[src/rtl/core/bdpc_pkg.sv]
// ----------------------------------------------------------------------------
// bdpc_pkg: shared constants for the button debounce press classifier
// Register byte addresses, reset values and press state codes.
// ----------------------------------------------------------------------------
package bdpc_pkg;

  // apb register map
  localparam int unsigned AddrWidth = 4;
  localparam logic [AddrWidth-1:0] RegDebounceMs  = 4'h0;
  localparam logic [AddrWidth-1:0] RegLongPressMs = 4'h4;
  localparam logic [AddrWidth-1:0] RegIdleLevel   = 4'h8;

  // register reset values
  localparam logic [15:0] DebounceMsRst  = 16'd25;
  localparam logic [15:0] LongPressMsRst = 16'd3000;
  localparam logic        IdleLevelRst   = 1'b1;

  // press state codes
  localparam logic [1:0] StOff   = 2'd0;
  localparam logic [1:0] StShort = 2'd1;
  localparam logic [1:0] StLong  = 2'd2;
  localparam logic [1:0] StWait  = 2'd3;

endpackage

[src/rtl/core/button_debounce_press_classifier.sv]
// ----------------------------------------------------------------------------
// button_debounce_press_classifier: debounced button with press classification
// Debounces polled button samples and reports long pushes and clicks.
// ----------------------------------------------------------------------------
// Usage:
//   Input channel: one transaction is one poll carrying raw_level_i and the
//   free-running millisecond timestamp now_ms_i. It is taken at a rising edge
//   with in_valid_i high and in_stall_o low.
//   Output channel: one transaction per poll with the debounced level and the
//   pushed-long / clicked flags, all as they stand after that poll.
//   A poll's result is registered: it is in the output register on the
//   edge after it is taken. Throughput is one poll per cycle unless the
//   output is stalled; the state update is one subtract/compare pass.
//   When the receiver stalls, the output register holds its transaction and
//   in_stall_o rises only while that full register is stalled; a poll may be
//   taken in the same cycle the pending result is taken.
//   Reset clears the press machine and debounce timer, restores the register
//   defaults (25 ms debounce, 3000 ms long press, idle level 1) and sets the
//   debounced level to the idle level. Registers must be written over APB only
//   while no poll is in flight; the block itself does not enforce this.
// ----------------------------------------------------------------------------
module button_debounce_press_classifier (
  input  logic                               clk_i,
  input  logic                               rst_ni,
  // apb configuration port
  input  logic                               psel,
  input  logic                               penable,
  input  logic                               pwrite,
  input  logic [bdpc_pkg::AddrWidth-1:0]     paddr,
  input  logic [31:0]                        pwdata,
  output logic [31:0]                        prdata,
  output logic                               pready,
  // poll input
  input  logic                               in_valid_i,
  output logic                               in_stall_o,
  input  logic                               raw_level_i,
  input  logic [31:0]                        now_ms_i,
  // result output
  output logic                               out_valid_o,
  input  logic                               out_stall_i,
  output logic                               level_o,
  output logic                               pushed_long_o,
  output logic                               clicked_short_o,
  output logic                               clicked_long_o,
  output logic                               clicked_any_o
);

  logic [15:0] debounce_ms_q;
  logic [15:0] long_press_ms_q;
  logic        idle_level_q;

  logic        deb_level_q, deb_level_d;
  logic [1:0]  press_state_q, press_state_d;
  logic [31:0] press_start_q, press_start_d;
  logic [31:0] deb_start_q, deb_start_d;
  logic        deb_armed_q, deb_armed_d;

  logic        out_valid_q;
  logic        level_q, pushed_long_q, clicked_short_q, clicked_long_q;

  logic        accept;
  logic        cfg_wr;
  logic [1:0]  st_pre;
  logic [31:0] ps_pre;
  logic [31:0] press_elapsed;
  logic [31:0] deb_elapsed;
  logic        released;

  assign pready     = 1'b1;
  assign cfg_wr     = psel && penable && pwrite;
  assign in_stall_o = out_valid_q && out_stall_i;
  assign accept     = in_valid_i && !in_stall_o;

  // configuration registers
  always_ff @(posedge clk_i or negedge rst_ni) begin
    if (!rst_ni) begin
      debounce_ms_q   <= bdpc_pkg::DebounceMsRst;
      long_press_ms_q <= bdpc_pkg::LongPressMsRst;
      idle_level_q    <= bdpc_pkg::IdleLevelRst;
    end else if (cfg_wr) begin
      unique case (paddr)
        bdpc_pkg::RegDebounceMs:  debounce_ms_q   <= pwdata[15:0];
        bdpc_pkg::RegLongPressMs: long_press_ms_q <= pwdata[15:0];
        bdpc_pkg::RegIdleLevel:   idle_level_q    <= pwdata[0];
        default: ;
      endcase
    end
  end

  // register read back
  always_comb begin
    unique case (paddr)
      bdpc_pkg::RegDebounceMs:  prdata = {16'd0, debounce_ms_q};
      bdpc_pkg::RegLongPressMs: prdata = {16'd0, long_press_ms_q};
      bdpc_pkg::RegIdleLevel:   prdata = {31'd0, idle_level_q};
      default:                  prdata = 32'd0;
    endcase
  end

  // press machine: drop to off on release, then advance
  always_comb begin
    st_pre = press_state_q;
    ps_pre = press_start_q;
    if (deb_level_q == idle_level_q && press_state_q != bdpc_pkg::StOff) begin
      st_pre = bdpc_pkg::StOff;
      ps_pre = 32'd0;
    end
    press_elapsed = now_ms_i - ps_pre;
    press_state_d = st_pre;
    press_start_d = ps_pre;
    unique case (st_pre)
      bdpc_pkg::StOff: begin
        if (deb_level_q != idle_level_q) begin
          press_state_d = bdpc_pkg::StShort;
          press_start_d = now_ms_i;
        end
      end
      bdpc_pkg::StShort, bdpc_pkg::StWait: begin
        if (press_elapsed >= {16'd0, long_press_ms_q}) begin
          press_state_d = bdpc_pkg::StLong;
          press_start_d = now_ms_i;
        end
      end
      bdpc_pkg::StLong: press_state_d = bdpc_pkg::StWait;
      default:          press_state_d = bdpc_pkg::StOff;
    endcase
  end

  // debounce timer
  always_comb begin
    deb_elapsed = now_ms_i - deb_start_q;
    deb_level_d = deb_level_q;
    deb_start_d = deb_start_q;
    deb_armed_d = deb_armed_q;
    if (deb_level_q != raw_level_i) begin
      if (!deb_armed_q) begin
        deb_armed_d = 1'b1;
        deb_start_d = now_ms_i;
      end else if (deb_elapsed >= {16'd0, debounce_ms_q}) begin
        deb_level_d = raw_level_i;
      end
    end else begin
      deb_armed_d = 1'b0;
    end
  end

  assign released = (deb_level_d == idle_level_q);

  // state update per accepted poll
  always_ff @(posedge clk_i or negedge rst_ni) begin
    if (!rst_ni) begin
      deb_level_q   <= bdpc_pkg::IdleLevelRst;
      press_state_q <= bdpc_pkg::StOff;
      press_start_q <= 32'd0;
      deb_start_q   <= 32'd0;
      deb_armed_q   <= 1'b0;
    end else if (accept) begin
      deb_level_q   <= deb_level_d;
      press_state_q <= press_state_d;
      press_start_q <= press_start_d;
      deb_start_q   <= deb_start_d;
      deb_armed_q   <= deb_armed_d;
    end
  end

  // output valid
  always_ff @(posedge clk_i or negedge rst_ni) begin
    if (!rst_ni) begin
      out_valid_q <= 1'b0;
    end else if (accept) begin
      out_valid_q <= 1'b1;
    end else if (!out_stall_i) begin
      out_valid_q <= 1'b0;
    end
  end

  // output payload
  always_ff @(posedge clk_i) begin
    if (accept) begin
      level_q         <= deb_level_d;
      pushed_long_q   <= (press_state_d == bdpc_pkg::StLong);
      clicked_short_q <= released && (press_state_d == bdpc_pkg::StShort);
      clicked_long_q  <= released && (press_state_d == bdpc_pkg::StLong ||
                                      press_state_d == bdpc_pkg::StWait);
    end
  end

  assign out_valid_o     = out_valid_q;
  assign level_o         = level_q;
  assign pushed_long_o   = pushed_long_q;
  assign clicked_short_o = clicked_short_q;
  assign clicked_long_o  = clicked_long_q;
  assign clicked_any_o   = clicked_short_q | clicked_long_q;

endmodule

[config.mk]
export PLATFORM = sky130hd
export DESIGN_NAME = button_debounce_press_classifier
export DESIGN_NICKNAME = d
export VERILOG_FILES = /design/src/rtl/core/bdpc_pkg.sv /design/src/rtl/core/button_debounce_press_classifier.sv
export SDC_FILE = /design/constraint.sdc
export NUM_CORES = 1
export LEC_CHECK = 0
export ABC_CLOCK_PERIOD_IN_PS = 6090
export BUFFER_PORTS_ARGS = -buffer_cell sky130_fd_sc_hd__buf_4
export CAP_MARGIN = 20
export CELL_PAD_IN_SITES_DETAIL_PLACEMENT = 1
export CELL_PAD_IN_SITES_GLOBAL_PLACEMENT = 2
export CORE_UTILIZATION = 36
export DETAILED_ROUTE_END_ITERATION = 7
export PLACE_DENSITY_LB_ADDON = 0.1
export SLEW_MARGIN = 20
export SYNTH_ARGS = -nofsm -noshare
export SYNTH_HDL_FRONTEND = slang
export SYNTH_SLANG_ARGS = --single-unit
[constraint.sdc]
create_clock -name clk_i -period 6.09 [get_ports clk_i]
set_input_delay 0.9135 -clock clk_i [delete_from_list [all_inputs] [get_ports clk_i]]
set_output_delay 0.9135 -clock clk_i [all_outputs]
set_load 0.01 [all_outputs]
==> results.tsv <==
metric	value	unit
status	finished, final reports clean	
largest net degree at the start of global routing	54	
Syn Area/Cell	8.33	µm²
Peak supply drop	178	µV
Worst slew margin	31.8	%
TritonCTS Buffers	9	
reg-to-reg setup timing slack	0.44	ns
internal power	2.74	mW
Startpoint Class	flip-flop	
drt first pass iters	4	
logic gate share of total power	65.2	%
worst r2r src	deb_level_q	
vias in the first global route	7738	
max-slew violation count	0	
Clock Sinks	106	
Root Driver	clkbuf_16	
Cell Area, Synth	8950	µm²
Fillers	2906	
DPL Wire Length	20600	µm
Final Routed Wirelength	25800	µm
initial drt markers	293	
diodes inserted	0	
clock skew after layout	0.0159	ns
R2R depth	23	
Setup TNS	0	ns
multi-input logic area	5690	µm²
CP Class	flip-flop to flip-flop	
sequential fraction of the synthesis area	30.0	%
GRT Overall Usage	20.5	%
post-synthesis register bit count	106	
yosys warns	0	
Netlist cell types	75	
count of final hold-check violations	0	
Synth top area share	25.2	%
switching part of the total power	46.6	%
WL/cell	17.8	µm
DIE HEIGHT	160	µm
Fmax	0.177	GHz
total number of vias	7787	
number of synthesized flops with an enable pin	4	
Pwr Density	508	nW/µm²
dominant synthesized flop cell	dfrtp_1	
Port Buffers	82	
Pleak	4.66	nW
Crit. Startpoint	deb_level_q	
CORE AREA	24300	µm²
leading area contributor after synthesis	dfrtp_1	
Setup crit end kind	flip-flop	
Worst EP arrival	5.94	ns
first-pass GRT wire length	41700	µm
boundary pin count	116	
global route total overflow	0	
CTS tree	built	
count leader, synth	nand2_1	
final core utilization	41.6	%
Max Fanout on Critical Path	32	
worst-case clock buffer depth	2	
top cells by count, synth	nand2_1 (148), o21ai_0 (106), ha_1 (96)	
# DRC	0	
area delta synth->final	12.9	%
register area	2690	µm²
GPL Wtd Cong	0.824	
Hold WC Path Type	flip-flop to flip-flop	
CTS HTree Levels	3	
share of cells above drive strength 1	13.3	%
FP Rows	57	
worst slew pin tran	1.02	ns
Post-Syn Instances	1075	
Synth area leaders	dfrtp_1 (25%), ha_1 (13%), nand2_1 (6.2%), o21ai_0 (5.9%), a22o_1 (4.7%)	
Crit path required time	6.38	ns
Final nets	1296	
antenna violations before repair	0	
worst-skew pair later-pin latency	0.36	ns
Critical R2R Capture	press_start_q[10]	
# setup viols final	0	
starting density of the core	36.8	%
Critical Path End	press_start_q[10]	
Min Hold Slack	0.505	ns
Die X	160	µm
Clock power frac	13.3	%
post-DR vias/cell	5.37	
Max-cap violations	0	
clk slew on worst S/H paths	0.07	ns
postcts setup bufs	0	
die area	25500	µm²
NetSw	2.39	mW
Tcrit/Tclk final	92.8	%
sequential power share	21.5	%
antenna-violating nets left	0	
Tmin final	5.65	ns
RSZ-0062 raised after global routing	false	
FFs w/ async S/R, synth	96.2	%
## per-layer routing
metal / GRT usage, % / vias up / part of all wire [%]
met5: 0 / - / 0
met4: 4.20 / 0 / 0.83
met3: 1.90 / 13 / 3.1
met2: 31.3 / 113 / 43
met1: 31.2 / 3749 / 53
li1: - / 3912 / -
## logic make-up after synthesis
logic type / share of synthesized area [%]
AO/OA/AOI/OAI: 26.6
XOR/XNOR: 4.79
adder cells (fa/ha/maj): 13.9
buffers and inverters: 7.34
flip-flops: 30.0
multiplexers: 1.85
other: 0.0839
AND/OR/NAND/NOR: 15.4
## worst min path at each step
stage / start / end / cells past startpoint
6_report: press_start_q[19] / press_start_q[19] / 1
3_5_place_dp: press_start_q[0] / press_start_q[0] / 1
2_1_floorplan: press_start_q[0] / press_start_q[0] / 1
3_3_place_gp: press_start_q[0] / press_start_q[0] / 1
5_1_grt: press_start_q[19] / press_start_q[19] / 1
4_1_cts: press_start_q[0] / press_start_q[0] / 1
## area by class of cell
cell class / instances / share of cell area (%)
clock buffer: 12 / 2.65
timing repair buffer: 91 / 6.88
tap: 324 / 4.01
inverter: 76 / 2.82
multi-input combinational: 838 / 56.3
clock inverter: 4 / 0.718
sequential: 106 / 26.6
## sequential cells by signal, indices dropped and copies added (netlist names), 2 cells and up
signal	cells
press_start_q	32
deb_start_q	32
long_press_ms_q	16
press_state_q	2
debounce_ms_q	16
## per-stage QoR
stage	cell area (µm²)	instances	setup slack, ns	total power [mW]
2_1_floorplan	9010	1090	1.08	3.59
3_3_place_gp	9760	1435	0.247	4.41
3_5_place_dp	9760	1435	0.284	4.48
4_1_cts	10100	1451	0.249	5.18
5_1_grt	10100	1451	0.0122	5.60
6_report	10100	1451	0.437	5.13
## placed cells by master (no fill, tap or decap), types with 9 or more instances in the layout
cell,synthesis,layout
nand2_1,148,148
o21ai_0,106,105
ha_1,96,96
dfrtp_1,90,90
buf_4,17,90
inv_1,76,76
a21oi_1,74,74
a22o_1,48,48
nor2_1,47,46
a21o_1,34,34
xnor2_1,27,26
xor2_1,22,22
nand4_1,20,20
nor3_1,18,18
conb_1,2,17
nand3_1,14,14
o21a_1,12,12
dfstp_2,12,12
nand2b_1,11,11
clkbuf_16,0,10
a31oi_1,9,9
nor2b_1,9,9
## power groups by stage
stage / clock (mW) / sequential [mW] / combinational [mW]
3_3_place_gp: 0 / 1.11 / 3.30
6_report: 0.681 / 1.11 / 3.35
3_5_place_dp: 0 / 1.12 / 3.36
4_1_cts: 0.701 / 1.10 / 3.38
2_1_floorplan: 0 / 1.07 / 2.52
5_1_grt: 0.726 / 1.13 / 3.74
## worst max-delay path, stage by stage (launching register included)
cell and delay, ns:
dfstp_2 0.63, xnor2_2 0.22, o21ai_2 0.13, buf_12 0.18, and2_1 0.18, ha_1 0.21
fa_1 0.40, and2b_1 0.24, o2111ai_2 0.17, a21boi_1 0.31, a311oi_2 0.21, xnor2_1 0.17
ha_1 0.19, a21oi_1 0.12, nor2b_1 0.06, o21ai_0 0.17, o21a_1 0.16, nand4_1 0.09
a211oi_1 0.27, nand4_1 0.16, a2111oi_2 0.33, and3_2 0.31, a31o_4 0.42, a22o_1 0.22
## timing repair
| action | CTS | global route |
|---|---|---|
| endpoints found under the setup margin | 0 | 33 |
| hold buffers | 0 | 0 |
| gates resized for setup | 0 | 2 |
Note: power is estimated with default switching activity, not from simulation.
